### src/hdl/tks_pkg.sv
`timescale 1ns / 1ps

package tks_pkg;

    localparam int TOP_K        = 5;
    localparam int MAX_ELEMENTS = 1024;

    localparam int CODE_W     = 8;
    localparam int ZP_W       = 8;
    localparam int SCALE_W    = 32;
    localparam int DIFF_W     = CODE_W + 1;
    localparam int PROD_W     = DIFF_W + SCALE_W;
    localparam int SCORE_W    = 40;
    localparam int CLASS_W    = 10;
    localparam int CNT_W      = $clog2(MAX_ELEMENTS + 1);
    localparam int SLOT_CNT_W = $clog2(TOP_K + 1);

    localparam int QUEUE_DEPTH = 4;
    localparam int QUEUE_PTR_W = $clog2(QUEUE_DEPTH);

    localparam int CFG_IDX_W  = 1;
    localparam int CFG_DATA_W = 32;

    localparam logic [CFG_IDX_W-1:0] REG_ZERO_POINT = CFG_IDX_W'(0);
    localparam logic [CFG_IDX_W-1:0] REG_SCALE      = CFG_IDX_W'(1);

    localparam logic signed [ZP_W-1:0]    ZERO_POINT_RESET = '0;
    localparam logic signed [SCALE_W-1:0] SCALE_RESET      = SCALE_W'(65536);

    // One classified score on its way from the front to the back.
    typedef struct packed {
        logic signed [DIFF_W-1:0] diff;
        logic [CLASS_W-1:0]       class_idx;
        logic                     last;
        logic                     ovf;
    } tks_item_t;

    // One ranked entry.
    typedef struct packed {
        logic signed [SCORE_W-1:0] score;
        logic [CLASS_W-1:0]        class_idx;
    } tks_slot_t;

endpackage

### src/hdl/tks_front.sv
`timescale 1ns / 1ps

module tks_front
(
    input  logic                                clk,
    input  logic                                rst_n,
    input  logic                                in_valid,
    output logic                                in_ready,
    input  logic signed [tks_pkg::CODE_W-1:0]   score_code,
    input  logic                                last_item,
    input  logic signed [tks_pkg::ZP_W-1:0]     zero_point,
    output logic                                q_valid,
    input  logic                                q_ready,
    output tks_pkg::tks_item_t                  q_item
);

    logic [tks_pkg::CNT_W-1:0] count_reg;
    logic [tks_pkg::CNT_W-1:0] count_next;
    logic                      ovf_reg;
    logic                      ovf_next;
    logic                      saturated;
    logic                      accept;
    logic [tks_pkg::CNT_W-1:0] idx_full;

    assign saturated = (count_reg >= tks_pkg::CNT_W'(tks_pkg::MAX_ELEMENTS));
    assign idx_full  = saturated ? tks_pkg::CNT_W'(tks_pkg::MAX_ELEMENTS - 1) : count_reg;
    assign accept    = in_valid && q_ready;

    assign in_ready = q_ready;
    assign q_valid  = in_valid;

    always_comb
    begin
        q_item.diff      = $signed({score_code[tks_pkg::CODE_W-1], score_code})
                         - $signed({zero_point[tks_pkg::ZP_W-1], zero_point});
        q_item.class_idx = tks_pkg::CLASS_W'(idx_full);
        q_item.last      = last_item;
        q_item.ovf       = ovf_reg || saturated;
    end

    // The position counter and the overflow mark restart after the last request of a vector.
    always_comb
    begin
        count_next = count_reg;
        ovf_next   = ovf_reg;
        if (accept)
        begin
            if (last_item)
            begin
                count_next = '0;
                ovf_next   = 1'b0;
            end
            else
            begin
                if (!saturated)
                begin
                    count_next = count_reg + tks_pkg::CNT_W'(1);
                end
                ovf_next = ovf_reg || saturated;
            end
        end
    end

    always_ff @(posedge clk or negedge rst_n)
    begin
        if (!rst_n)
        begin
            count_reg <= '0;
            ovf_reg   <= 1'b0;
        end
        else
        begin
            count_reg <= count_next;
            ovf_reg   <= ovf_next;
        end
    end

endmodule

### src/hdl/tks_fifo.sv
`timescale 1ns / 1ps

module tks_fifo
(
    input  logic               clk,
    input  logic               rst_n,
    input  logic               push_valid,
    output logic               push_ready,
    input  tks_pkg::tks_item_t push_item,
    output logic               pop_valid,
    input  logic               pop_ready,
    output tks_pkg::tks_item_t pop_item
);

    tks_pkg::tks_item_t                mem_reg [tks_pkg::QUEUE_DEPTH];
    logic [tks_pkg::QUEUE_PTR_W-1:0]   wr_ptr_reg;
    logic [tks_pkg::QUEUE_PTR_W-1:0]   rd_ptr_reg;
    logic [tks_pkg::QUEUE_PTR_W:0]     fill_reg;
    logic                              push;
    logic                              pop;

    assign push_ready = (fill_reg != (tks_pkg::QUEUE_PTR_W + 1)'(tks_pkg::QUEUE_DEPTH));
    assign pop_valid  = (fill_reg != '0);
    assign push       = push_valid && push_ready;
    assign pop        = pop_valid && pop_ready;
    assign pop_item   = mem_reg[rd_ptr_reg];

    function automatic logic [tks_pkg::QUEUE_PTR_W-1:0] ptr_inc(
        input logic [tks_pkg::QUEUE_PTR_W-1:0] p
    );
        if (p == tks_pkg::QUEUE_PTR_W'(tks_pkg::QUEUE_DEPTH - 1))
        begin
            return '0;
        end
        return p + tks_pkg::QUEUE_PTR_W'(1);
    endfunction

    always_ff @(posedge clk or negedge rst_n)
    begin
        if (!rst_n)
        begin
            wr_ptr_reg <= '0;
            rd_ptr_reg <= '0;
            fill_reg   <= '0;
        end
        else
        begin
            if (push)
            begin
                wr_ptr_reg <= ptr_inc(wr_ptr_reg);
            end
            if (pop)
            begin
                rd_ptr_reg <= ptr_inc(rd_ptr_reg);
            end
            if (push && !pop)
            begin
                fill_reg <= fill_reg + (tks_pkg::QUEUE_PTR_W + 1)'(1);
            end
            else if (pop && !push)
            begin
                fill_reg <= fill_reg - (tks_pkg::QUEUE_PTR_W + 1)'(1);
            end
        end
    end

    always_ff @(posedge clk)
    begin
        if (push)
        begin
            mem_reg[wr_ptr_reg] <= push_item;
        end
    end

endmodule

### src/hdl/tks_back.sv
`timescale 1ns / 1ps

module tks_back
(
    input  logic                                 clk,
    input  logic                                 rst_n,
    input  logic                                 q_valid,
    output logic                                 q_ready,
    input  tks_pkg::tks_item_t                   q_item,
    input  logic signed [tks_pkg::SCALE_W-1:0]   scale,
    output logic                                 out_valid,
    input  logic                                 out_ready,
    output logic signed [tks_pkg::SCORE_W-1:0]   score_value,
    output logic [tks_pkg::CLASS_W-1:0]          class_index,
    output logic                                 rank_last,
    output logic                                 overflow
);

    // Multiply stage.
    logic                                 a_valid_reg;
    logic signed [tks_pkg::SCORE_W-1:0]   a_score_reg;
    logic [tks_pkg::CLASS_W-1:0]          a_idx_reg;
    logic                                 a_last_reg;
    logic                                 a_ovf_reg;
    logic signed [tks_pkg::PROD_W-1:0]    prod;

    // Working ranking and the ranking being drained to the output.
    tks_pkg::tks_slot_t                   slot_reg [tks_pkg::TOP_K];
    logic [tks_pkg::TOP_K-1:0]            valid_reg;
    tks_pkg::tks_slot_t                   emit_reg [tks_pkg::TOP_K];
    logic [tks_pkg::SLOT_CNT_W-1:0]       emit_rem_reg;
    logic                                 emit_ovf_reg;

    tks_pkg::tks_slot_t                   new_slot;
    tks_pkg::tks_slot_t                   ins_slot [tks_pkg::TOP_K];
    logic [tks_pkg::TOP_K-1:0]            ins_valid;
    logic [tks_pkg::TOP_K-1:0]            ge;
    logic [tks_pkg::SLOT_CNT_W-1:0]       ins_count;

    logic                                 out_fire;
    logic                                 emit_free;
    logic                                 b_take;
    logic                                 a_take;

    assign prod = q_item.diff * scale;

    assign out_valid   = (emit_rem_reg != '0);
    assign out_fire    = out_valid && out_ready;
    assign emit_free   = !out_valid
                      || (out_fire && emit_rem_reg == tks_pkg::SLOT_CNT_W'(1));
    assign b_take      = a_valid_reg && (!a_last_reg || emit_free);
    assign a_take      = !a_valid_reg || b_take;
    assign q_ready     = a_take;

    assign score_value = emit_reg[0].score;
    assign class_index = emit_reg[0].class_idx;
    assign rank_last   = (emit_rem_reg == tks_pkg::SLOT_CNT_W'(1));
    assign overflow    = emit_ovf_reg;

    // The slots are kept in descending order, so the slots that stay ahead of the new
    // score form a prefix. An equal score already held stays ahead of the newcomer.
    always_comb
    begin
        new_slot.score     = a_score_reg;
        new_slot.class_idx = a_idx_reg;
        for (int i = 0; i < tks_pkg::TOP_K; i++)
        begin
            ge[i] = valid_reg[i] && ($signed(slot_reg[i].score) >= $signed(a_score_reg));
        end
        ins_slot[0]  = ge[0] ? slot_reg[0] : new_slot;
        ins_valid[0] = 1'b1;
        for (int i = 1; i < tks_pkg::TOP_K; i++)
        begin
            if (ge[i])
            begin
                ins_slot[i] = slot_reg[i];
            end
            else if (ge[i-1])
            begin
                ins_slot[i] = new_slot;
            end
            else
            begin
                ins_slot[i] = slot_reg[i-1];
            end
            ins_valid[i] = valid_reg[i] || valid_reg[i-1];
        end
        ins_count = '0;
        for (int i = 0; i < tks_pkg::TOP_K; i++)
        begin
            ins_count = ins_count + tks_pkg::SLOT_CNT_W'(ins_valid[i]);
        end
    end

    always_ff @(posedge clk or negedge rst_n)
    begin
        if (!rst_n)
        begin
            a_valid_reg  <= 1'b0;
            valid_reg    <= '0;
            emit_rem_reg <= '0;
        end
        else
        begin
            if (a_take)
            begin
                a_valid_reg <= q_valid;
            end
            if (b_take)
            begin
                valid_reg <= a_last_reg ? '0 : ins_valid;
            end
            if (b_take && a_last_reg)
            begin
                emit_rem_reg <= ins_count;
            end
            else if (out_fire)
            begin
                emit_rem_reg <= emit_rem_reg - tks_pkg::SLOT_CNT_W'(1);
            end
        end
    end

    always_ff @(posedge clk)
    begin
        if (a_take && q_valid)
        begin
            a_score_reg <= prod[tks_pkg::SCORE_W-1:0];
            a_idx_reg   <= q_item.class_idx;
            a_last_reg  <= q_item.last;
            a_ovf_reg   <= q_item.ovf;
        end
        if (b_take && !a_last_reg)
        begin
            for (int i = 0; i < tks_pkg::TOP_K; i++)
            begin
                slot_reg[i] <= ins_slot[i];
            end
        end
        if (b_take && a_last_reg)
        begin
            for (int i = 0; i < tks_pkg::TOP_K; i++)
            begin
                emit_reg[i] <= ins_slot[i];
            end
            emit_ovf_reg <= a_ovf_reg;
        end
        else if (out_fire)
        begin
            for (int i = 0; i < tks_pkg::TOP_K - 1; i++)
            begin
                emit_reg[i] <= emit_reg[i+1];
            end
        end
    end

endmodule

### src/hdl/top_k_select_int8_dequant.sv
`timescale 1ns / 1ps

// Channel   Signals                                                  Request
// in        in_valid / in_ready                                      score_code, last_item
// out       out_valid / out_ready                                    score_value, class_index,
//                                                                    rank_last, overflow
// cfg       cfg_wr_en, cfg_index, cfg_data                           zero_point (0), scale (1)
//
// One input request per cycle. A score passes the front, a four-entry queue, the multiply
// register and the slot insert. A last request loads the ranking into the output registers,
// which offer one result per cycle while out_ready is high, min(count, TOP_K) results in all.
// The next vector is inserted meanwhile; only a further last request waits while a ranking
// is still draining, and the input stalls once the queue behind it is full.
// Reset empties the slots and counters, and sets zero_point to 0 and scale to 1.0.

module top_k_select_int8_dequant
(
    input  logic                                  clk,
    input  logic                                  rst_n,
    input  logic                                  in_valid,
    output logic                                  in_ready,
    input  logic signed [tks_pkg::CODE_W-1:0]     score_code,
    input  logic                                  last_item,
    output logic                                  out_valid,
    input  logic                                  out_ready,
    output logic signed [tks_pkg::SCORE_W-1:0]    score_value,
    output logic [tks_pkg::CLASS_W-1:0]           class_index,
    output logic                                  rank_last,
    output logic                                  overflow,
    input  logic                                  cfg_wr_en,
    input  logic [tks_pkg::CFG_IDX_W-1:0]         cfg_index,
    input  logic [tks_pkg::CFG_DATA_W-1:0]        cfg_data
);

    logic signed [tks_pkg::ZP_W-1:0]    zero_point_reg;
    logic signed [tks_pkg::SCALE_W-1:0] scale_reg;

    logic               fq_valid;
    logic               fq_ready;
    tks_pkg::tks_item_t fq_item;
    logic               qb_valid;
    logic               qb_ready;
    tks_pkg::tks_item_t qb_item;

    always_ff @(posedge clk or negedge rst_n)
    begin
        if (!rst_n)
        begin
            zero_point_reg <= tks_pkg::ZERO_POINT_RESET;
            scale_reg      <= tks_pkg::SCALE_RESET;
        end
        else if (cfg_wr_en)
        begin
            case (cfg_index)
                tks_pkg::REG_ZERO_POINT: zero_point_reg <= cfg_data[tks_pkg::ZP_W-1:0];
                tks_pkg::REG_SCALE:      scale_reg      <= cfg_data[tks_pkg::SCALE_W-1:0];
                default:                 ;
            endcase
        end
    end

    tks_front u_front
    (
        .clk        (clk),
        .rst_n      (rst_n),
        .in_valid   (in_valid),
        .in_ready   (in_ready),
        .score_code (score_code),
        .last_item  (last_item),
        .zero_point (zero_point_reg),
        .q_valid    (fq_valid),
        .q_ready    (fq_ready),
        .q_item     (fq_item)
    );

    tks_fifo u_fifo
    (
        .clk        (clk),
        .rst_n      (rst_n),
        .push_valid (fq_valid),
        .push_ready (fq_ready),
        .push_item  (fq_item),
        .pop_valid  (qb_valid),
        .pop_ready  (qb_ready),
        .pop_item   (qb_item)
    );

    tks_back u_back
    (
        .clk         (clk),
        .rst_n       (rst_n),
        .q_valid     (qb_valid),
        .q_ready     (qb_ready),
        .q_item      (qb_item),
        .scale       (scale_reg),
        .out_valid   (out_valid),
        .out_ready   (out_ready),
        .score_value (score_value),
        .class_index (class_index),
        .rank_last   (rank_last),
        .overflow    (overflow)
    );

endmodule

### config.mk
export PLATFORM = sky130hd
export DESIGN_NAME = top_k_select_int8_dequant
export DESIGN_NICKNAME = d
export VERILOG_FILES = /design/src/hdl/tks_pkg.sv /design/src/hdl/tks_front.sv /design/src/hdl/tks_fifo.sv /design/src/hdl/tks_back.sv /design/src/hdl/top_k_select_int8_dequant.sv
export SDC_FILE = /design/constraint.sdc
export NUM_CORES = 2
export LEC_CHECK = 0
export BUFFER_PORTS_ARGS = -buffer_cell sky130_fd_sc_hd__buf_2
export CAP_MARGIN = 10
export CORE_ASPECT_RATIO = 1.4
export CORE_MARGIN = 2
export CORE_UTILIZATION = 59
export DETAILED_ROUTE_END_ITERATION = 10
export GPL_ROUTABILITY_DRIVEN = 0
export GPL_TIMING_DRIVEN = 1
export MAX_ROUTING_LAYER = met4
export PLACE_DENSITY = 0.76
export SLEW_MARGIN = 20
export SYNTH_ARGS = -nofsm -noshare
export SYNTH_HDL_FRONTEND = slang
export SYNTH_HIERARCHICAL = 1
export SYNTH_SLANG_ARGS = --single-unit
### constraint.sdc
create_clock -name clk -period 14.2 [get_ports clk]
set_input_delay 0.71 -clock clk [delete_from_list [all_inputs] [get_ports clk]]
set_output_delay 0.71 -clock clk [all_outputs]
set_load 0.02 [all_outputs]
; ---- Word-level counts from Yosys, hierarchy flattened
; Memory sizes are Yosys's and may differ from the RTL's.
; Index checks and enable logic that the tools add are counted.
[totals]
output_inout_bits = 54
ram_bits = 584
ff_bits = 121
memories = 3
input_bits = 47
[classes]
n_mul = 1
eq_ne = 5
order_cmp = 6
bitwise = 5
reduce_logical = 34
n_mux = 39
add_sub_neg = 11
[mem_list]
columns = memory, words, word_bits, rd, rd_ports_with_merged_regs, wr, line
row1 = u_back.emit_reg, 5, 50, 5, 0, 5, tks_back.sv:30  ; tks_pkg::tks_slot_t emit_reg [tks_pkg::TOP_K];
row2 = u_back.slot_reg, 5, 50, 5, 0, 5, tks_back.sv:28  ; tks_pkg::tks_slot_t slot_reg [tks_pkg::TOP_K];
row3 = u_fifo.mem_reg, 4, 21, 1, 0, 1, tks_fifo.sv:15  ; tks_pkg::tks_item_t mem_reg [tks_pkg::QUEUE_DEPTH];
[op_table]
columns = op, n
row1 = two-way mux 50 bit, 13
row2 = greater-or-equal comparator 40 bit, 5
row3 = multiplier 9 x 32 -> 40 bit, 1
row4 = two-way mux 11 bit, 2
row5 = logical AND 1 bit, 14
row6 = two-way mux 1 bit, 14
row7 = two-way mux 3 bit, 4
row8 = adder 11 x 1 -> 11 bit (second input constant), 1
row9 = greater-or-equal comparator 11 bit (second input constant), 1
row10 = two-way mux 10 bit, 1
row11 = adder 3 x 1 -> 3 bit, 3
row12 = subtractor 8 x 8 -> 9 bit, 1
row13 = logical OR 1 bit, 8
row14 = two-way mux 2 bit, 4
row15 = AND reduction 2 bit, 3
row16 = nonzero test 3 bit, 2
row17 = subtractor 3 x 1 -> 3 bit (second input constant), 2
row18 = logical NOT 1 bit, 5
row19 = two-way mux 5 bit, 1
row20 = adder 2 x 1 -> 2 bit (second input constant), 2
row21 = equality test 2 bit (second input constant), 2
row22 = bitwise OR 1 bit, 4
row23 = nonzero test 2 bit, 2
row24 = adder 3 x 1 -> 3 bit (second input constant), 1
row25 = 5 further kinds, 5

; ---- Longest topological paths before layout
[depth]
word_depth = 11
mapped_depth = 23

; ---- Modules after synthesis
; The synthesis kept the hierarchy.
[modules_own_cells]
columns = module, area_per_inst_um2, n_inst, seq_area_each_um2, cells_per_inst
row1 = tks_back, 42193.0, 1, 16831.1, 4027
row2 = tks_fifo, 3465.8, 1, 2697.6, 146
row3 = top_k_select_int8_dequant, 1492.7, 1, 1002.2, 86
row4 = tks_front, 1138.6, 1, 300.3, 143

; ---- Worst setup path after synthesis
; Ideal clock, no wire load.
[synth_path]
path_kind = register to register
start = register u_back.a_last_reg
end = register u_back/valid_reg[0] (netlist name)
path_stages_with_launch = 3
n_path_buf = 0
setup_ns = 0.134
setup_slack_ns = 1.599
required_time_ns = 14.066
t_arrival_ns = 12.468
path_cell_list = edfxtp_1 -> nor2b_1 -> or2_2
[synth_between]
elab_chain_len = 3
elab_cells_between_ends = 4
[synth_rtl]
columns = item, line
row1 = start: declaration, tks_back.sv:23  ; logic a_last_reg;
row2 = start signal: assignment, tks_back.sv:130  ; a_last_reg <= q_item.last;
row3 = logical NOT 1 bit, tks_back.sv:51  ; assign b_take = a_valid_reg && (!a_last_reg || emit_free);
row4 = logical OR 1 bit, tks_back.sv:51
row5 = logical AND 1 bit, tks_back.sv:51
row6 = end signal: assignment, tks_back.sv:111  ; valid_reg <= a_last_reg ? '0 : ins_valid;
row7 = end: declaration, tks_back.sv:29  ; logic [tks_pkg::TOP_K-1:0] valid_reg;
; Parallel ways exist; a longest one is shown, timed or not.
; A chain may end at the register's enable or synchronous reset.

==> flow_summary_export.csv <==
group,metric,value,unit
status,outcome,"finished, final reports clean",
sta,clock_skew,23.8,ps
die,die-area,0.0842,mm^2
yosys,synth_cells,4402,
clock_network,cts_sinks,705,
min_path,min-delay-path-class,"input port to async pin",
routing,vias_per_cell,6.70,
yosys,ys_ff_latch,705,
critical_path,crit_family,"adder cells",
yosys,netlist_area,0.0483,mm^2
die,ioPinCount,101,
yosys,ys_top_cells_by_area,"edfxtp_1, fa_1, ha_1, dfrtp_1, nand2_1",
yosys,synthSimpleGateAreaFrac,13.7,%
placement,pre_cts_ws,6890,ps
sta,hold_violations,0,
critical_path,path_buf_inv,3,
global_routing,track_usage,32.1,%
clock_network,ctsResizeCount,0,
yosys,synth.area.mux_share,7.09,%
yosys,synth_top_area_share,39.6,%
clock_network,cts_hold_buf,0,
routing,initialDrtViolationCount,3557,
die,die_w,246,um
sta,fin_crit,7330,ps
global_routing,grt.overflow.total,0,
critical_path,crit_path_cell_trace,"mux4_2 > nand2_1 > fa_1 > inv_1 > fa_1 > inv_1 > fa_1 > fa_1 > inv_1 > fa_1 > ha_1 > nor2_1 > o31ai_1 > o2111ai_1 > a21oi_1 > o211ai_1 > a31oi_1 > nor4_1 > a311oi_1",
clock_network,htree_levels,3,
global_routing,antenna_found_initial,1,
critical_path,crit_path_end_kind,"flip-flop",
yosys,yosysWarnings,6,
sta,fmax,136,MHz
critical_path,crit_fanout,32,
sta,rsz0062_at_grt,"no",
critical_path,cp.required,14660,ps
clock_network,cts_buffers,72,
clock_network,cts_tree,"done",
routing,via_count,36100,
global_routing,grt_start_max_net_pins,206,
die,core_area,0.0813,mm^2
yosys,synth_compound_area_share,12.2,%
critical_path,cpPeakStageDelay,1030,ps
yosys,synth_area_leader_cell,"edfxtp_1",
clock_network,postCtsSetupBuffers,0,
finish,syn2layout_area_growth,6.47,%
sta,period_share,51.6,%
yosys,postSynthAreaPerCell,11.0,um^2
yosys,synthArstFlopShare,9.65,%
sta,slew_headroom,5.11,%
routing,postRouteAntennaNets,0,
critical_path,crit_arrival,7790,ps
sta,setup_tns,0,ps
yosys,synthesis.nets,4981,
clock_network,clk_pin_slew,60,ps
yosys,synth-edff-count,637,
die,die_h,343,um
critical_path,startpoint_type,"flip-flop",
routing,drc,0,
routing,wl_per_cell,24.1,um
clock_network,clock_path_buffers,3,
yosys,synthDistinctLibCells,85,
yosys,yosys.area_share.xor_xnor,0.889,%
sta,drv_slew,0,
die,start_util,59.4,%
placement,portBuffers,100,
placement,hpwl,84300,um
yosys,synth_top_family_by_area,"adder cells",
clock_network,cts-root-buf,"clkbuf_16",
sta,finalSetupViolCount,0,
yosys,synth-main-ff-cell,"edfxtp_1",
routing,drtPass1Iterations,6,
die,rows,124,
routing,wl,130000,um
critical_path,cpMaxStageDelayCell,"dfrtp_1",
critical_path,crit_top_cell,"fa_1",
yosys,synth_adder_area_share,17.4,%
sta,worstMarginPinSlew,1420,ps
critical_path,critical_path_class,"flip-flop to flip-flop",
clock_network,worst_skew_pair.late_latency,640,ps
global_routing,grt_pass1_vias,36300,
global_routing,grt_pass1_wl,205000,um
finish,drive_gt1_share,12.1,%
job,max-cap-violations,0,
finish,layout.nets,4846,
yosys,yosysSeqAreaShare,43.1,%
sta,timing.final.ws_setup,6870,ps
synthesized netlist by cell type, types with 36 or more instances:
master       n
a21oi_1    199
edfxtp_1   637
ha_1       301
a21o_1      54
nand3_1    125
o221ai_1    51
inv_1      278
nor3_1     166
mux2_2     124
a31oi_1     54
buf_2       36
o2bb2ai_1   50
o21ai_0    104
xnor2_1     37
nor4_1      62
nor2b_1     38
fa_1       231
nor2_1     212
buf_4       64
a211oi_1    62
and2_1     144
a2111oi_0   51
mux2_4      67
clkbuf_1   237
dfrtp_1     67
nand4_1    152
nand2_1    380
o21ai_1     53
o211ai_1    66
mux2i_1     55
o31ai_1     55
layout make-up:
class	instances	area, um^2
sequential	705	20800
fill	6370	29900
multi-input combinational	3063	25000
clock buffer	91	1960
timing repair buffer	146	886
clock inverter	39	384
tap	1071	1340
inverter	279	1050
antenna	1	2.50
stage by stage:
step	instances	util [%]	hold slack, ps	instance area, um^2
after global placement	5264	60.3	453	49100
after CTS	5394	63.2	214	51400
after floorplan	4402	-	400	48300
final	5395	63.2	186	51400
after global routing	5395	63.2	279	51400
after detailed placement	5264	60.3	446	49100
kinds of logic after synthesis:
logic type / Yosys count
DFF: 705
xor gates and xnor gates: 49
and+or+nand+nor: 1341
buffers and inverters: 634
adders and majority gates: 532
muxes: 267
AOI/OAI and AO/OA: 874
routing by layer:
layer	part of all wire (%)	up-vias	track usage, %
met3	8.7	501	4.41
met5	0	-	-
met1	37	17600	39.0
li1	-	15900	-
met2	49	2082	52.0
met4	5.6	0	17.4
path summary, 6_finish.rpt:
check	from	endpoint	slack, ps	cells past startpoint
worst min-delay path	rst_n	u_fifo/wr_ptr_reg[1]	190	1
worst min register to register	u_back/a_ovf_reg	u_back/overflow	440	0
min in group clk	cfg_data[24]	scale_reg[24]	310	2
worst max register to register	u_fifo/rd_ptr_reg[1]	u_back/a_score_reg[39]	6870	19
max in group asynchronous	rst_n	u_back/valid_reg[0]	13280	1
worst max-delay path	u_fifo/rd_ptr_reg[1]	u_back/a_score_reg[39]	6870	19
cells in the final DEF (no fill, tap or decap), drive strengths merged, types with 152 or more instances in the layout:
| cell type | n |
|---|---|
| a21oi | 199 |
| edfxtp | 637 |
| fa | 231 |
| ha | 301 |
| inv | 282 |
| mux2 | 191 |
| nand2 | 380 |
| nand4 | 152 |
| nor2 | 213 |
| nor3 | 167 |
| o21ai | 157 |
worst register-to-register path, delay by kind of cell (launching register included):
kind	cells	cell delay, ps
buffers and inverters	3	150
multiplexers	1	820
adder cells (fa/ha/maj)	6	2800
AO/OA/AOI/OAI	6	2030
flip-flops	1	1030
AND/OR/NAND/NOR	3	340
Power is left out: the tool's default activity adds up to more than one toggle a clock period on the data nets, which glitch-free logic cannot reach.
